File: config.mk
export PLATFORM = sky130hd
export DESIGN_NAME = bpfa_ctrl
export DESIGN_NICKNAME = d
export VERILOG_FILES = /design/src/sv/bpfa_pkg.sv /design/src/sv/bpfa_ctrl.sv
export SDC_FILE = /design/constraint.sdc
export NUM_CORES = 1
export LEC_CHECK = 0
export BUFFER_PORTS_ARGS = -buffer_cell sky130_fd_sc_hd__buf_2
export CORE_AREA = 4 4 41 43
export DETAILED_ROUTE_END_ITERATION = 7
export DIE_AREA = 0 0 45 47
export SYNTH_ARGS = -nofsm -noshare
export SYNTH_HDL_FRONTEND = slang
export SYNTH_SLANG_ARGS = --single-unit
File: constraint.sdc
create_clock -name clk -period 1.6 [get_ports clk]
set_clock_uncertainty 0.2 [all_clocks]
set_input_delay 0.08 -clock clk [delete_from_list [all_inputs] [get_ports clk]]
set_output_delay 0.08 -clock clk [all_outputs]
set_load 0.05 [all_outputs]
File: src/sv/bpfa_pkg.sv
// bpfa_pkg: shared types and constants of the bitmap page frame allocator
// used by bpfa_ctrl, bpfa_dp, the top level and the checker
// no dependencies
package bpfa_pkg;

	// geometry of the page bitmap
	localparam int NUM_PAGES    = 65536;
	localparam int PAGE_SHIFT   = 12;
	localparam int BITMAP_BYTES = (NUM_PAGES + 7) / 8;
	localparam int BYTE_W       = $clog2(BITMAP_BYTES);
	localparam int PTR_W        = BYTE_W + 1;
	localparam int ADDR_W       = 32;
	localparam int PAGE_NUM_W   = ADDR_W - PAGE_SHIFT;
	localparam int CFG_W        = 17;

	localparam logic [7:0] FULL_BYTE = 8'hFF;

	// request codes
	localparam logic [1:0] REQ_INIT  = 2'd0;
	localparam logic [1:0] REQ_ALLOC = 2'd1;
	localparam logic [1:0] REQ_FREE  = 2'd2;

	// response status codes
	localparam logic [1:0] STATUS_OK      = 2'd0;
	localparam logic [1:0] STATUS_NO_PAGE = 2'd1;
	localparam logic [1:0] STATUS_RANGE   = 2'd2;

	// configuration register indexes
	localparam logic CFG_KERN_PAGE = 1'b0;
	localparam logic CFG_RAM_END   = 1'b1;

	typedef struct packed {
		logic [1:0]        req_type;
		logic [ADDR_W-1:0] free_address;
	} req_t;

	typedef struct packed {
		logic [1:0]        status;
		logic [ADDR_W-1:0] page_address;
	} rsp_t;

	typedef enum logic [2:0] {
		ST_CLEAR,
		ST_IDLE,
		ST_INIT,
		ST_ALLOC_RD,
		ST_ALLOC_CHK,
		ST_FREE_RD,
		ST_FREE_WR
	} state_t;

	// controller to datapath commands
	typedef struct packed {
		logic accept;
		logic ptr_zero;
		logic scan_load;
		logic sweep_wr;
		logic sweep_init;
		logic hint_init;
		logic scan_rd;
		logic scan_next;
		logic alloc_wr;
		logic alloc_fail;
		logic free_rd;
		logic free_wr;
		logic rsp_ok;
		logic rsp_range;
	} dp_cmd_t;

	// datapath to controller status
	typedef struct packed {
		logic [1:0] in_req_type;
		logic       in_free_oob;
		logic       sweep_last;
		logic       scan_end;
		logic       byte_full;
	} dp_sts_t;

endpackage

File: src/sv/bpfa_ctrl.sv
// bpfa_ctrl: state machine sequencing clear, init sweep, alloc scan
// and free read-modify-write
// depends on bpfa_pkg
module bpfa_ctrl import bpfa_pkg::*; (
	input  logic    clk,
	input  logic    arst_n,
	input  logic    start,
	input  dp_sts_t sts,
	output dp_cmd_t cmd,
	output logic    busy
);

	state_t state_q;
	state_t state_nxt;

	always_ff @(posedge clk or negedge arst_n) begin
		if (!arst_n)
			state_q <= ST_CLEAR;
		else
			state_q <= state_nxt;
	end

	// next state
	always_comb begin
		state_nxt = state_q;
		unique case (state_q)
			ST_CLEAR: begin
				if (sts.sweep_last)
					state_nxt = ST_IDLE;
			end
			ST_IDLE: begin
				if (start) begin
					unique case (sts.in_req_type)
						REQ_INIT:  state_nxt = ST_INIT;
						REQ_ALLOC: state_nxt = ST_ALLOC_RD;
						REQ_FREE:  state_nxt = sts.in_free_oob ? ST_IDLE : ST_FREE_RD;
						default:   state_nxt = ST_IDLE;
					endcase
				end
			end
			ST_INIT: begin
				if (sts.sweep_last)
					state_nxt = ST_IDLE;
			end
			ST_ALLOC_RD:  state_nxt = sts.scan_end ? ST_IDLE : ST_ALLOC_CHK;
			ST_ALLOC_CHK: state_nxt = sts.byte_full ? ST_ALLOC_RD : ST_IDLE;
			ST_FREE_RD:   state_nxt = ST_FREE_WR;
			ST_FREE_WR:   state_nxt = ST_IDLE;
			default:      state_nxt = ST_IDLE;
		endcase
	end

	// datapath commands
	always_comb begin
		cmd = '0;
		unique case (state_q)
			ST_CLEAR: begin
				cmd.sweep_wr = 1'b1;
			end
			ST_IDLE: begin
				if (start) begin
					cmd.accept = 1'b1;
					unique case (sts.in_req_type)
						REQ_INIT:  cmd.ptr_zero = 1'b1;
						REQ_ALLOC: cmd.scan_load = 1'b1;
						REQ_FREE:  cmd.rsp_range = sts.in_free_oob;
						default:   cmd.rsp_ok = 1'b1;
					endcase
				end
			end
			ST_INIT: begin
				cmd.sweep_wr   = 1'b1;
				cmd.sweep_init = 1'b1;
				if (sts.sweep_last) begin
					cmd.hint_init = 1'b1;
					cmd.rsp_ok    = 1'b1;
				end
			end
			ST_ALLOC_RD: begin
				if (sts.scan_end)
					cmd.alloc_fail = 1'b1;
				else
					cmd.scan_rd = 1'b1;
			end
			ST_ALLOC_CHK: begin
				if (sts.byte_full)
					cmd.scan_next = 1'b1;
				else
					cmd.alloc_wr = 1'b1;
			end
			ST_FREE_RD: cmd.free_rd = 1'b1;
			ST_FREE_WR: cmd.free_wr = 1'b1;
			default:    ;
		endcase
	end

	assign busy = (state_q != ST_IDLE);

endmodule

**Word-level counts from Yosys, hierarchy flattened**

Cells that the tools add are included.

- Word-level logic and storage cells: 45
- Output and inout port bits: 15
- Register bits: 3

- Reductions and logical operators: 5
- Equal/unequal tests: 11
- Multiplexer cells: 28

Operators by type and width:

| kind | number |
|---|---|
| $mux W3 | 6 |
| $mux W1 | 15 |
| $pmux W3 S5 | 1 |
| $eq A3 B3 Y1 const B | 3 |
| $pmux W3 S3 | 1 |
| $mux W2 | 4 |
| $eq A3 B2 Y1 const B | 2 |
| $eq A3 B1 Y1 const B | 1 |
| $logic_not A3 Y1 | 1 |
| $ne A3 B1 Y1 const B | 1 |
| $reduce_or A3 Y1 | 1 |
| $eq A2 B1 Y1 const B | 1 |
| $eq A2 B2 Y1 const B | 1 |
| $logic_not A2 Y1 | 1 |
| $ne A2 B1 Y1 const B | 1 |
| $ne A2 B2 Y1 const B | 1 |
| $pmux W1 S2 | 1 |
| $reduce_and A2 Y1 | 1 |
| $reduce_or A2 Y1 | 1 |

**Logic depth before layout (Yosys ltp)**

- Word-level depth: 5
- Gate-level depth with buffers: 5

**Worst setup path before layout**

No wires, ideal clock.

- Path type: register to output
- Start point: register state_q[2]
- End point: output cmd[5] (netlist name)
- Setup slack: -0.892 ns
- Data required time: 1.320 ns
- Data arrival time: 2.212 ns
- Stages on the path, launching flop included: 3
- Path buffers: 1
- Path through: dfrtp_1 buf_2 nor4b_1

RTL lines:

| what | line | text |
|---|---|---|
| start, declared | bpfa_ctrl.sv:13 | `state_t state_q;` |
| start signal, assigned | bpfa_ctrl.sv:20 | `state_q <= state_nxt;` |
| end, declared | bpfa_ctrl.sv:9 | `output dp_cmd_t cmd,` |

==> out/qor.txt <==
Status = finished, violations left
Failing checks = setup timing
Diodes inserted = 0
Pleak = 0.350 nW
Prevailing post-synth register cell = dfrtp_1
Total CTS buffers = 3
Asr flop ratio synth = 100%
H-Tree Depth = 1
Final nets = 83
Grt ovf = 0
Synth unique cells = 24
Yosys warns = 0
Routed Antenna Nets = 0
CP top delay family = simple AND/OR/NAND/NOR gates
Final Hold Fails = 0
Max reg flops = 3
DP Area = 520 µm²
Cell Pwr Density = 1820 nW/µm²
CTS Buffer Depth = 2
1st-iter DRT viols = 6
Clock latency on the worst-skew pair = 240 ps
CORE AREA = 1300 µm²
First-pass GRT wire length = 1.77 mm
Area delta synth->final = 126%
CP max FO = 3
Final setup violation count = 5
Design Power = 1.35 mW
Slew @ Worst Pin = 253 ps
CTS tree = built
Final Util = 56.9%
Final wirelength = 1.18 mm
Synth Area per Inst = 8.86 µm²
Register area share after synthesis = 22.9%
DR DRC count = 0
Port Buffer Count = 23
Drt wl/cell = 13.4 µm
Share of cells above drive strength 1 = 67.1%
Rel. slew slack = 83.2%
Mapped Area = 328 µm²
CTS root buf = clkbuf_4
Biggest register = state_q
Die Y = 47 µm
Ports = 24
Post-route cell area = 741 µm²
FILL cells = 124
Worst path arrival time = 1390 ps
Clock edge transition at the registers on the reported setup and hold paths = 40 ps
HP Class = primary input to flip-flop
RSZ-0062 raised after global routing = true
Largest registers = state_q (3)
DR vias/cell = 4.77
Tcrit/Tclk final = 105%
Worst EP required = 1320 ps
Setup_tns = -182 ps
Placed wire-length estimate = 786 µm
Number of global-route vias before repair = 415
Post-synth EDFFs = 0
Via count = 420
Final worst setup slack = -72.4 ps
Die Wd = 45 µm
#FFs+latches synth = 3
Fmax = 598 MHz
Slowest CP cell = dfrtp_1
Die area = 2120 µm²
Routability cong. = 0.739
Worst Setup End Kind = primary output
Setup crit start kind = flip-flop
Max-Cap Viols = 0
Minimum clock period = 1670 ps
Row count = 13
Crit Path Class = flip-flop to primary output
Initial Utilization = 25.2%
Sink Count = 3
Crit path largest cell delay = 420 ps
Maximum vdd drop = 0.908 mV
Antenna violations before repair = 0
Fin. max-slew vios = 0
Cells after Synth = 37
Critical-path cell list = nor2b_4 > nand3b_4 > inv_4 > and4b_4 > buf_8
Drt pass-1 iters = 4
Syn nets = 46
GRT Util Overall = 12.0%
Largest net degree at the start of global routing = 14
Buf+Inv Stages, Crit Path = 2
[logic make-up after synthesis]
family | share of synthesized area [%]
DFF | 22.9
buffers and inverters | 9.54
and+or+nand+nor | 51.5
AOI/OAI and AO/OA | 16.0
[report_power, final]
| group | internal, mW | switching (mW) |
|---|---|---|
| Clock | 0.0938 | 0.0448 |
| Combinational | 0.435 | 0.619 |
| Sequential | 0.112 | 0.0443 |
| Total | 0.641 | 0.708 |
[synthesized netlist by cell type, drive strengths merged (2+ instances only)]
master,number,area (µm²)
o21ai,2,10.0
and2,2,16.3
nor3b,3,27.5
nor2,2,7.51
buf,3,27.5
nand2,3,11.3
nor2b,2,20.0
dfrtp,3,75.1
nor3,5,25.0
nand2b,2,12.5
[metal layers]
| layer | up-vias | global-route usage (%) | wire length (µm) |
|---|---|---|---|
| li1 | 209 | - | - |
| met1 | 186 | 13.2 | 453 |
| met2 | 25 | 20.3 | 640 |
| met3 | 0 | 2.68 | 85 |
| met4 | 0 | 8.77 | 0 |
| met5 | - | 0 | 0 |
[final timing paths]
kind	startpoint	endpoint	slack, ps	depth (start not counted)
worst max-delay path	state_q[1]$_DFFE_PN0P_	cmd[0]	-70	5
worst min-delay path	sts[2]	state_q[1]$_DFFE_PN0P_	5	3
worst max register to register	state_q[0]$_DFFE_PN0P_	state_q[0]$_DFFE_PN0P_	220	5
worst min register to register	state_q[1]$_DFFE_PN0P_	state_q[1]$_DFFE_PN0P_	570	2
max in group asynchronous	arst_n	state_q[2]$_DFFE_PN0P_	540	3
min in group asynchronous	arst_n	state_q[0]$_DFFE_PN0P_	520	3
[cell usage in the layout (no fill, tap or decap)]
cell type      netlist  routed
a31o_4               0       1
and2_2               1       1
and2_4               1       1
and3b_2              1       1
and4b_4              0       1
buf_2                1       9
buf_4                0       5
buf_6                2      12
buf_8                0       2
clkbuf_1             0       1
clkbuf_4             0       5
dfrtp_1              3       3
dlygate4sd3_1        0       5
inv_4                0       1
nand2_1              3       2
nand2_2              0       1
nand2b_1             2       2
nand3b_4             1       1
nor2_1               2       2
nor2b_1              1       1
nor2b_4              1       1
nor3_1               5       2
nor3_2               0       1
nor3_4               0       2
nor3b_2              1       1
nor3b_4              0       2
nor4b_4              0       1
o211ai_1             1       1
o21a_1               1       1
o21ai_0              2       2
o311a_1              1       1
o32ai_1              1       1
[layout make-up]
cell class                      count  area (µm²)  share of cell area [%]
Inverter                            1        6.26                   0.845
Timing Repair Buffer               35         313                    42.2
Sequential cell                     3        75.1                    10.1
Multi-Input combinational cell     30         302                    40.7
Clock buffer                        4        26.3                    3.55
Tap cell                           15        18.8                    2.53
[stage by stage]
step           setup WS, ps  instances  hold WS [ps]
6_report              -72.4         88          4.82
5_1_grt                -144         88          33.0
4_1_cts               -83.5         87          3.40
3_5_place_dp           55.2         76          -322
3_3_place_gp           81.3         76          -323
2_1_floorplan          -360         37          -416
[tightest hold or removal path, cell delays in order]
cell and delay (ps):
buf_2 110, nand2b_1 120, o211ai_1 80
[repair_timing]
item                                   4_1_cts  5_1_grt
buffers inserted                             2        1
setup endpoints to repair                    9       13
pin swaps                                    5        3
resized for setup                           19       16
endpoints found under the hold margin        6        0
hold buffers                                 5        0
gates cloned                                 0        0
(Power assumes the default switching activity.)
